<file path="config.mk">
export PLATFORM = sky130hd
export DESIGN_NAME = heap_sorter_with_op_counts
export DESIGN_NICKNAME = d
export VERILOG_FILES = /design/src/hsoc_pkg.sv /design/src/heap_sorter_with_op_counts.sv /design/src/hsoc_tally.sv
export VERILOG_INCLUDE_DIRS = /design/src /design/src/src
export SDC_FILE = /design/constraint.sdc
export NUM_CORES = 2
export LEC_CHECK = 0
export BUFFER_PORTS_ARGS = -buffer_cell sky130_fd_sc_hd__buf_2
export CAP_MARGIN = 5
export CORE_ASPECT_RATIO = 1.75
export CORE_MARGIN = 5
export CORE_UTILIZATION = 35
export CTS_CLUSTER_SIZE = 40
export DETAILED_ROUTE_END_ITERATION = 7
export PLACE_DENSITY_LB_ADDON = 0.15
export SLEW_MARGIN = 10
export SYNTH_ARGS = -nofsm -noshare
export SYNTH_HDL_FRONTEND = slang
export SYNTH_SLANG_ARGS = --single-unit
</file>
<file path="constraint.sdc">
create_clock -name clk -period 9.9 [get_ports clk]
set_input_delay 0.99 -clock clk [delete_from_list [all_inputs] [get_ports clk]]
set_output_delay 0.99 -clock clk [all_outputs]
set_load 0.03 [all_outputs]
</file>
<file path="src/assert_macros.svh">
// ----------------------------------------------------------------------------
// Assertion macros
// Shared concurrent assertion wrappers; empty when SYNTH is defined.
// ----------------------------------------------------------------------------
`ifndef ASSERT_MACROS_SVH
`define ASSERT_MACROS_SVH

`ifndef SYNTH
// same-cycle implication
`define ASSERT_IMP(lbl, clk, rstn, ante, cons) \
	lbl: assert property (@(posedge clk) disable iff (!(rstn)) (ante) |-> (cons)) \
		else $error("assertion failed: same-cycle implication");
// next-cycle implication
`define ASSERT_NXT(lbl, clk, rstn, ante, cons) \
	lbl: assert property (@(posedge clk) disable iff (!(rstn)) (ante) |=> (cons)) \
		else $error("assertion failed: next-cycle implication");
`else
`define ASSERT_IMP(lbl, clk, rstn, ante, cons)
`define ASSERT_NXT(lbl, clk, rstn, ante, cons)
`endif

`endif

</file>
<file path="src/hsoc_pkg.sv">
// ----------------------------------------------------------------------------
// Heap sorter package
// Sizes, tally control struct and shared constants.
// ----------------------------------------------------------------------------
package hsoc_pkg;

	localparam int MAX_ITEMS = 64;
	localparam int ADDR_W    = $clog2(MAX_ITEMS);
	localparam int CNT_W     = ADDR_W + 1;
	localparam int DATA_W    = 32;
	localparam int TALLY_W   = 16;

	// tally commands from the sequencer
	typedef struct packed {
		logic clr;
		logic add_cmp;
		logic add_asg;
	} tally_op_t;

endpackage

</file>
<file path="src/heap_sorter_with_op_counts.sv">
// ----------------------------------------------------------------------------
// Heap sorter with operation counts
// Loads a set of signed words, heap-sorts them in place in a local memory
// with one shared comparator, then streams them out in ascending order.
// ----------------------------------------------------------------------------
//  Channel   | Dir | Handshake          | Contents
//  s_axis    | in  | s_tvalid/s_tready  | tdata: value[31:0]; tlast: last_item
//  m_axis    | out | m_tvalid/m_tready  | tdata: sorted_value[31:0],
//            |     |                    |   comparison_count[47:32],
//            |     |                    |   assignment_count[63:48];
//            |     |                    | tlast: last_out
//
// Loading takes one value per cycle. The set closes on tlast or on the
// 64th value. Sorting runs on the shared comparator and the two-read memory:
// each sift fetches its root, each visit reads both children and compares
// them in turn, a larger child is swapped in, and each extraction swaps the
// root with the last leaf; each result is held until m_tready takes it.
// s_tready is low from set close until the last result is taken. Reset
// clears control only; the memory has no clearing pass.
// ----------------------------------------------------------------------------
`include "assert_macros.svh"

module heap_sorter_with_op_counts
	import hsoc_pkg::*;
(
	input  logic        clk,
	input  logic        arst_n,
	input  logic        s_tvalid,
	output logic        s_tready,
	input  logic [31:0] s_tdata,   // value[31:0]
	input  logic        s_tlast,   // last_item
	output logic        m_tvalid,
	input  logic        m_tready,
	output logic [63:0] m_tdata,   // sorted_value[31:0], comparison_count[47:32],
	                               // assignment_count[63:48]
	output logic        m_tlast    // last_out
);

	localparam logic [3:0] ST_LOAD     = 4'd0;
	localparam logic [3:0] ST_BUILD    = 4'd1;
	localparam logic [3:0] ST_XTRACT   = 4'd2;
	localparam logic [3:0] ST_XSWAP_W0 = 4'd3;
	localparam logic [3:0] ST_XSWAP_W1 = 4'd4;
	localparam logic [3:0] ST_SIFT_RD  = 4'd5;
	localparam logic [3:0] ST_SIFT_CUR = 4'd6;
	localparam logic [3:0] ST_VISIT_RD = 4'd7;
	localparam logic [3:0] ST_CMP_L    = 4'd8;
	localparam logic [3:0] ST_CMP_R    = 4'd9;
	localparam logic [3:0] ST_SWAP_W0  = 4'd10;
	localparam logic [3:0] ST_SWAP_W1  = 4'd11;
	localparam logic [3:0] ST_EMIT_RD  = 4'd12;
	localparam logic [3:0] ST_EMIT_LD  = 4'd13;
	localparam logic [3:0] ST_EMIT_WT  = 4'd14;

	logic [3:0]        state_q, state_d;
	logic [CNT_W-1:0]  cnt_q, n_q, outer_q, len_q;
	logic [ADDR_W-1:0] node_q, top_q, k_q;
	logic              build_q;
	logic [DATA_W-1:0] cur_val_q, top_val_q;
	logic [DATA_W-1:0] mem [MAX_ITEMS];
	logic [DATA_W-1:0] rd_a_q, rd_b_q;
	logic [63:0]       m_tdata_q;
	logic              m_tvalid_q, m_tlast_q;

	logic              s_acc, m_acc, set_close;
	logic [CNT_W-1:0]  outer_m1;
	logic [CNT_W:0]    left_idx, right_idx;
	logic              left_ok, right_ok;
	logic              re;
	logic [ADDR_W-1:0] ra, rb;
	logic              we;
	logic [ADDR_W-1:0] waddr;
	logic [DATA_W-1:0] wdata;
	logic [DATA_W-1:0] cmp_a, cmp_b;
	logic              cmp_gt;
	logic [ADDR_W-1:0] new_top;
	tally_op_t         tally_op;
	logic [TALLY_W-1:0] cmp_count, asg_count;

	assign s_tready  = (state_q == ST_LOAD);
	assign s_acc     = s_tvalid & s_tready;
	assign m_acc     = m_tvalid_q & m_tready;
	assign set_close = s_acc & (s_tlast | (cnt_q == CNT_W'(MAX_ITEMS - 1)));
	assign outer_m1  = outer_q - CNT_W'(1);

	// child indices of the sift node, compared against the heap length
	assign left_idx  = {1'b0, node_q, 1'b1};
	assign right_idx = left_idx + (CNT_W+1)'(1);
	assign left_ok   = left_idx < {1'b0, len_q};
	assign right_ok  = right_idx < {1'b0, len_q};

	// shared signed comparator
	assign cmp_a  = (state_q == ST_CMP_R) ? rd_b_q : rd_a_q;
	assign cmp_b  = (state_q == ST_CMP_R) ? top_val_q : cur_val_q;
	assign cmp_gt = $signed(cmp_a) > $signed(cmp_b);

	assign new_top = (right_ok & cmp_gt) ? right_idx[ADDR_W-1:0] : top_q;

	// memory port selection
	always_comb begin
		re    = 1'b0;
		ra    = node_q;
		rb    = node_q;
		we    = 1'b0;
		waddr = node_q;
		wdata = top_val_q;
		case (state_q)
			ST_LOAD: begin
				we    = s_acc;
				waddr = cnt_q[ADDR_W-1:0];
				wdata = s_tdata;
			end
			ST_XTRACT: begin
				re = 1'b1;
				ra = '0;
				rb = outer_m1[ADDR_W-1:0];
			end
			ST_XSWAP_W0: begin
				we    = 1'b1;
				waddr = '0;
				wdata = rd_b_q;
			end
			ST_XSWAP_W1: begin
				we    = 1'b1;
				waddr = outer_m1[ADDR_W-1:0];
				wdata = rd_a_q;
			end
			ST_SIFT_RD: begin
				re = 1'b1;
				ra = node_q;
			end
			ST_VISIT_RD: begin
				re = 1'b1;
				ra = left_idx[ADDR_W-1:0];
				rb = right_idx[ADDR_W-1:0];
			end
			ST_SWAP_W0: begin
				we    = 1'b1;
				waddr = node_q;
				wdata = top_val_q;
			end
			ST_SWAP_W1: begin
				we    = 1'b1;
				waddr = top_q;
				wdata = cur_val_q;
			end
			ST_EMIT_RD: begin
				re = 1'b1;
				ra = k_q;
			end
			default: begin
				re = 1'b0;
			end
		endcase
	end

	// element store: one write, two registered reads
	always_ff @(posedge clk) begin
		if (we) begin
			mem[waddr] <= wdata;
		end
		if (re) begin
			rd_a_q <= mem[ra];
			rd_b_q <= mem[rb];
		end
	end

	// tally commands
	always_comb begin
		tally_op.clr     = set_close | (state_q == ST_EMIT_WT && m_acc && m_tlast_q);
		tally_op.add_cmp = (state_q == ST_VISIT_RD);
		tally_op.add_asg = (state_q == ST_XSWAP_W1) | (state_q == ST_SWAP_W1);
	end

	hsoc_tally u_tally (
		.clk       (clk),
		.arst_n    (arst_n),
		.op        (tally_op),
		.cmp_count (cmp_count),
		.asg_count (asg_count)
	);

	// next state
	always_comb begin
		state_d = state_q;
		case (state_q)
			ST_LOAD:     if (set_close) state_d = ST_BUILD;
			ST_BUILD:    state_d = (outer_q == '0) ? ST_XTRACT : ST_SIFT_RD;
			ST_XTRACT:   state_d = (outer_q == '0) ? ST_EMIT_RD : ST_XSWAP_W0;
			ST_XSWAP_W0: state_d = ST_XSWAP_W1;
			ST_XSWAP_W1: state_d = ST_SIFT_RD;
			ST_SIFT_RD:  state_d = ST_SIFT_CUR;
			ST_SIFT_CUR: state_d = ST_VISIT_RD;
			ST_VISIT_RD: state_d = ST_CMP_L;
			ST_CMP_L:    state_d = ST_CMP_R;
			ST_CMP_R: begin
				if (new_top == node_q) begin
					state_d = build_q ? ST_BUILD : ST_XTRACT;
				end else begin
					state_d = ST_SWAP_W0;
				end
			end
			ST_SWAP_W0:  state_d = ST_SWAP_W1;
			ST_SWAP_W1:  state_d = ST_VISIT_RD;
			ST_EMIT_RD:  state_d = ST_EMIT_LD;
			ST_EMIT_LD:  state_d = ST_EMIT_WT;
			ST_EMIT_WT: begin
				if (m_acc) state_d = m_tlast_q ? ST_LOAD : ST_EMIT_RD;
			end
			default:     state_d = ST_LOAD;
		endcase
	end

	// sequencer control registers
	always_ff @(posedge clk or negedge arst_n) begin
		if (!arst_n) begin
			state_q    <= ST_LOAD;
			cnt_q      <= '0;
			n_q        <= '0;
			outer_q    <= '0;
			len_q      <= '0;
			node_q     <= '0;
			top_q      <= '0;
			k_q        <= '0;
			build_q    <= 1'b0;
			m_tvalid_q <= 1'b0;
		end else begin
			state_q <= state_d;
			case (state_q)
				ST_LOAD: begin
					if (s_acc) begin
						cnt_q <= cnt_q + CNT_W'(1);
					end
					if (set_close) begin
						n_q     <= cnt_q + CNT_W'(1);
						outer_q <= cnt_q + CNT_W'(1);
						build_q <= 1'b1;
					end
				end
				ST_BUILD: begin
					if (outer_q == '0) begin
						outer_q <= n_q;
						build_q <= 1'b0;
					end else begin
						node_q  <= outer_m1[ADDR_W-1:0];
						len_q   <= n_q;
						outer_q <= outer_m1;
					end
				end
				ST_XTRACT: begin
					k_q <= '0;
				end
				ST_XSWAP_W1: begin
					node_q  <= '0;
					len_q   <= outer_m1;
					outer_q <= outer_m1;
				end
				ST_CMP_L: begin
					top_q <= (left_ok & cmp_gt) ? left_idx[ADDR_W-1:0] : node_q;
				end
				ST_CMP_R: begin
					top_q <= new_top;
				end
				ST_SWAP_W1: begin
					node_q <= top_q;
				end
				ST_EMIT_LD: begin
					m_tvalid_q <= 1'b1;
				end
				ST_EMIT_WT: begin
					if (m_acc) begin
						m_tvalid_q <= 1'b0;
						k_q        <= k_q + ADDR_W'(1);
						if (m_tlast_q) begin
							cnt_q <= '0;
						end
					end
				end
				default: begin
					build_q <= build_q;
				end
			endcase
		end
	end

	// sift values and output payload
	always_ff @(posedge clk) begin
		case (state_q)
			ST_SIFT_CUR: cur_val_q <= rd_a_q;
			ST_CMP_L:    top_val_q <= (left_ok & cmp_gt) ? rd_a_q : cur_val_q;
			ST_CMP_R: begin
				if (right_ok & cmp_gt) begin
					top_val_q <= rd_b_q;
				end
			end
			ST_EMIT_LD: begin
				m_tdata_q <= {asg_count, cmp_count, rd_a_q};
				m_tlast_q <= ({1'b0, k_q} + CNT_W'(1)) == n_q;
			end
			default: begin
				cur_val_q <= cur_val_q;
			end
		endcase
	end

	assign m_tvalid = m_tvalid_q;
	assign m_tdata  = m_tdata_q;
	assign m_tlast  = m_tlast_q;

	// input and output sides never open together
	`ASSERT_IMP(a_no_overlap, clk, arst_n, s_tready, !m_tvalid)
	// a full store closes the set
	`ASSERT_NXT(a_full_close, clk, arst_n, s_acc && (cnt_q == CNT_W'(MAX_ITEMS - 1)), !s_tready)
	// the final result reopens loading
	`ASSERT_NXT(a_reopen, clk, arst_n, m_acc && m_tlast, s_tready)
	// emission index stays inside the set
	`ASSERT_IMP(a_emit_range, clk, arst_n, state_q == ST_EMIT_LD, {1'b0, k_q} < n_q)

endmodule

</file>
<file path="src/hsoc_tally.sv">
// ----------------------------------------------------------------------------
// Heap sorter operation tallies
// Saturating comparison (+2 per sift visit) and assignment (+3 per swap)
// counters.
// ----------------------------------------------------------------------------
module hsoc_tally
	import hsoc_pkg::*;
(
	input  logic               clk,
	input  logic               arst_n,
	input  tally_op_t          op,
	output logic [TALLY_W-1:0] cmp_count,
	output logic [TALLY_W-1:0] asg_count
);

	localparam logic [TALLY_W:0] TallyMax = {1'b0, {TALLY_W{1'b1}}};

	logic [TALLY_W-1:0] cmp_q, asg_q;
	logic [TALLY_W:0]   cmp_sum, asg_sum;

	// add with headroom, then clamp
	assign cmp_sum = {1'b0, cmp_q} + (TALLY_W+1)'(2);
	assign asg_sum = {1'b0, asg_q} + (TALLY_W+1)'(3);

	always_ff @(posedge clk or negedge arst_n) begin
		if (!arst_n) begin
			cmp_q <= '0;
			asg_q <= '0;
		end else if (op.clr) begin
			cmp_q <= '0;
			asg_q <= '0;
		end else begin
			if (op.add_cmp) begin
				cmp_q <= (cmp_sum > TallyMax) ? TallyMax[TALLY_W-1:0] : cmp_sum[TALLY_W-1:0];
			end
			if (op.add_asg) begin
				asg_q <= (asg_sum > TallyMax) ? TallyMax[TALLY_W-1:0] : asg_sum[TALLY_W-1:0];
			end
		end
	end

	assign cmp_count = cmp_q;
	assign asg_count = asg_q;

endmodule
</file>
==> flow_metrics.tcl <==
set metrics [dict create \
    async_reset_ff_frac 0.0361 \
    synth_edf_count 2241 \
    max_cap_viol_count 0 \
    startpoint "state_q[1]" \
    core-area_um2 320000 \
    htree_levels 4 \
    clockRootBuffer "clkbuf_16" \
    ctsResizeCount 0 \
    rrSetupSlack_ns 3.60 \
    dr_wl_met2_mm 199 \
    syn2layout_area_growth_pct 11.6 \
    endpoint_kind "register" \
    setup_viol 0 \
    grt.total_usage 0.230 \
    worstPathCellList "inv_1 > nand2_1 > nor2_4 > buf_4 > mux2i_1 > ha_1 > a41o_1 > a21oi_1 > o2bb2ai_1 > o41ai_1 > o311a_1 > xor2_1 > nand3_2 > buf_4 > mux2i_1 > o21ai_0" \
    cts_tree "built" \
    post-route-min-period_ns 6.30 \
    synth_area_per_cell_um2 12.4 \
    worst_path_max_delay_cell "o41ai_1" \
    rsz0062_at_grt "false" \
    met3_length_mm 23.2 \
    hold_slack_ns 0.432 \
    clockBufferDepth 4 \
    dr_total_vias 78800 \
    fin_tns_setup_ns 0 \
    power.total_mw 50.3 \
    min_path_type "register to register" \
    antenna_found_initial 4 \
    routed_via_density 5.98 \
    cpPeakStageDelay_ns 0.95 \
    numPlacedInstances 12800 \
    grt_pass1_wl_mm 566 \
    reg2reg_from "state_q[1]" \
    postCtsSetupBuffers 0 \
    die_w_um 438 \
    cp-start-kind "register" \
    dp_hpwl_mm 224 \
    status "completed" \
    report.final.slew_viol_count 0 \
    r2r-end "top_val_q[5]" \
    ir_worst_vdd_v 0.000665 \
    wl_met1_mm 152 \
    wire_per_inst_um 29.8 \
    ctsHoldBuffers 1 \
    start_util 0.351 \
    ys_ff_latch 2325 \
    gp_congestion 0.848 \
    ios 104 \
    finalWirelength_mm 392 \
    clock_skew_ns 0.0580 \
    rr_worst_depth 16 \
    numCtsBuffers 223 \
    drt_iter0_drc 7190 \
    rows 275 \
    ys_seq_area_frac 0.619 \
    stdcell_count 13200 \
    synth_top_cell_by_area "edfxtp_1" \
    synth_compound_area_frac 0.0866 \
    cts.sinks 2325 \
    tightest_slew_ns 1.25 \
    setup.worst_path.end "top_val_q[5]" \
    synth_top_family_by_area "simple AND/OR/NAND/NOR gates" \
    path_max_fanout 49 \
    required_ns 10.50 \
    timing_worst_setup_path_type "register to register" \
    synth_cell_type_count 73 \
    synth_flop_cell "edfxtp_1" \
    syn-instance-count 9019 \
    drive_gt1_frac 0.144 \
    muxShareOfSynthArea 0.112 \
    synth_top_cells_by_area "edfxtp_1 (60%), mux4_2 (10%), nand2_1 (8.4%)" \
    synth_area_um2 112000 \
    p_per_area_nw_per_um2 402 \
    io_buffers 103 \
    ys.warnings.count 0 \
    synth-adder-area-share 0.00580 \
    finish.net_count 8923 \
    syn_nets 9108 \
    dieArea_um2 332000 \
    relSlewSlack 0.165 \
    path_clk_slew_ns 0.07 \
    die_h_um 759 \
    grt_pass1_vias 79600 \
    grt.overflow.total 0 \
    leakagePower_nw 41.6 \
    timing.fmax_ghz 0.159 \
    yosysTopAreaCellShare 0.600 \
    grt_max_degree 183 \
    firstDrtPassIters 6 \
    yosys.area_share.simple 0.145 \
    synthXorXnorAreaFrac 0.00250 \
    fin_crit_sh 0.636 \
    drc 0 \
    clk_latency_ns 0.91 \
    crit_arrival_ns 6.90 \
    ant_nets 0 \
    hold_violations 0 \
    top_layer_used "met4" \
]
==> how the worst min path moves through the flow <==
| stage | from | to | slack (ns) | cells after the start |
|---|---|---|---|---|
| after global placement | u_tally.asg_count[6] | m_tdata[54] | 0.46 | 0 |
| final | u_tally.asg_count[6] | m_tdata[54] | 0.43 | 0 |
| after CTS | u_tally.asg_count[6] | m_tdata[54] | 0.44 | 0 |
| after detailed placement | u_tally.asg_count[6] | m_tdata[54] | 0.47 | 0 |
| after global routing | u_tally.asg_count[6] | m_tdata[54] | 0.46 | 0 |
| after floorplan | u_tally.cmp_count[6] | m_tdata[38] | 0.42 | 0 |
==> sequential cells by signal, summed over array words and instances, names as in the netlist, 16 cells and up <==
register / flops
top_val_q: 32
mem: 2048
m_tdata: 64
rd_b_q: 32
u_tally.cmp_count: 16
u_tally.asg_count: 16
rd_a_q: 32
cur_val_q: 32
==> critical path, delay by kind of cell, from the launching register on <==
kind	cells	cell delay (ns)
DFF	1	0.74
and+or+nand+nor	3	0.96
buffers and inverters	3	1.39
AOI/OAI and AO/OA	6	1.85
muxes	2	0.47
xor gates and xnor gates	1	0.20
adders and majority gates	1	0.28
==> report_power, final <==
| group | internal [mW] | leakage (nW) | switching, mW | total (mW) |
|---|---|---|---|---|
| sequential | 14.0 | 21.3 | 0.728 | 14.7 |
| clock | 4.80 | 3.46 | 3.87 | 8.67 |
| combinational | 8.33 | 16.8 | 18.6 | 26.9 |
==> synthesized netlist by cell type (all sizes together) (3+ instances only) <==
library cell,count
o31ai,6
a21oi,206
a211oi,169
a22oi,77
nand2b,8
nand3,598
and3,268
o22ai,34
xnor2,16
a311oi,387
mux4,512
o311ai,3
ha,52
mux2,18
a21o,8
o221ai,10
edfxtp,2241
a221o,26
nand4,16
buf,254
or3,6
nand2,2508
nor4,11
nor2b,13
o211ai,5
xor2,16
o21ai,176
dfrtp,84
inv,24
o21a,3
mux2i,85
clkbuf,480
nor3,23
a221oi,5
a222oi,5
and2,71
a31oi,240
a211o,3
a21boi,5
nor2,320
==> per-stage QoR <==
| step | worst slack [ns] | instance area (µm²) | util |
|---|---|---|---|
| finish | 3.60 | 125000 | 0.391 |
| global route | 3.25 | 125000 | 0.391 |
| CTS | 3.54 | 125000 | 0.391 |
| detailed placement | 3.56 | 118000 | 0.369 |
| global placement | 3.53 | 118000 | 0.369 |
| floorplan | 3.31 | 112000 | - |
==> per-layer routing <==
metal | track usage | up-vias
met5 | 0 | -
met4 | 0.0904 | 0
met3 | 0.0251 | 840
met2 | 0.410 | 3205
met1 | 0.286 | 40700
li1 | - | 34000
==> cells by family after synthesis <==
kind of cell             after synthesis
flip-flops                          2325
XOR/XNOR                              32
buffers and inverters                758
multiplexers                         615
AND/OR/NAND/NOR                     3853
adder cells (fa/ha/maj)               52
AO/OA/AOI/OAI                       1384
==> final cells by class <==
class	instances	area (µm²)
clock inverters	123	1170
well taps	4155	5200
multi-input cells	5936	40700
flip-flops and latches	2325	69400
repair buffers	324	2660
clock buffers	277	5920
inverters	24	90.1
fillers	30200	195000
diodes	3	7.51
==> placed cells by master, fill, tap and decap left out, types with 20 or more instances in the layout <==
cell / synthesis / routed
clkinv_1: 0 / 38
clkbuf_1: 480 / 46
dfrtp_1: 84 / 84
bufinv_16: 0 / 22
clkinv_2: 0 / 44
edfxtp_1: 2241 / 2241
ha_1: 52 / 52
nor3_1: 22 / 20
buf_2: 133 / 102
inv_1: 24 / 24
a21oi_1: 206 / 206
a211oi_1: 169 / 169
a31oi_1: 240 / 208
mux4_2: 509 / 509
o21ai_0: 162 / 161
a31oi_4: 0 / 32
a22oi_1: 77 / 77
clkbuf_16: 0 / 228
o22ai_1: 34 / 34
buf_12: 0 / 38
and2_1: 69 / 68
nor2_1: 318 / 248
nand3_1: 598 / 597
a311oi_1: 387 / 387
buf_4: 46 / 183
nand2_1: 2505 / 2501
and3_1: 268 / 268
a221o_1: 26 / 25
nor2_4: 0 / 70
mux2i_1: 85 / 84
No activity file was read; power rests on OpenSTA's default activity.
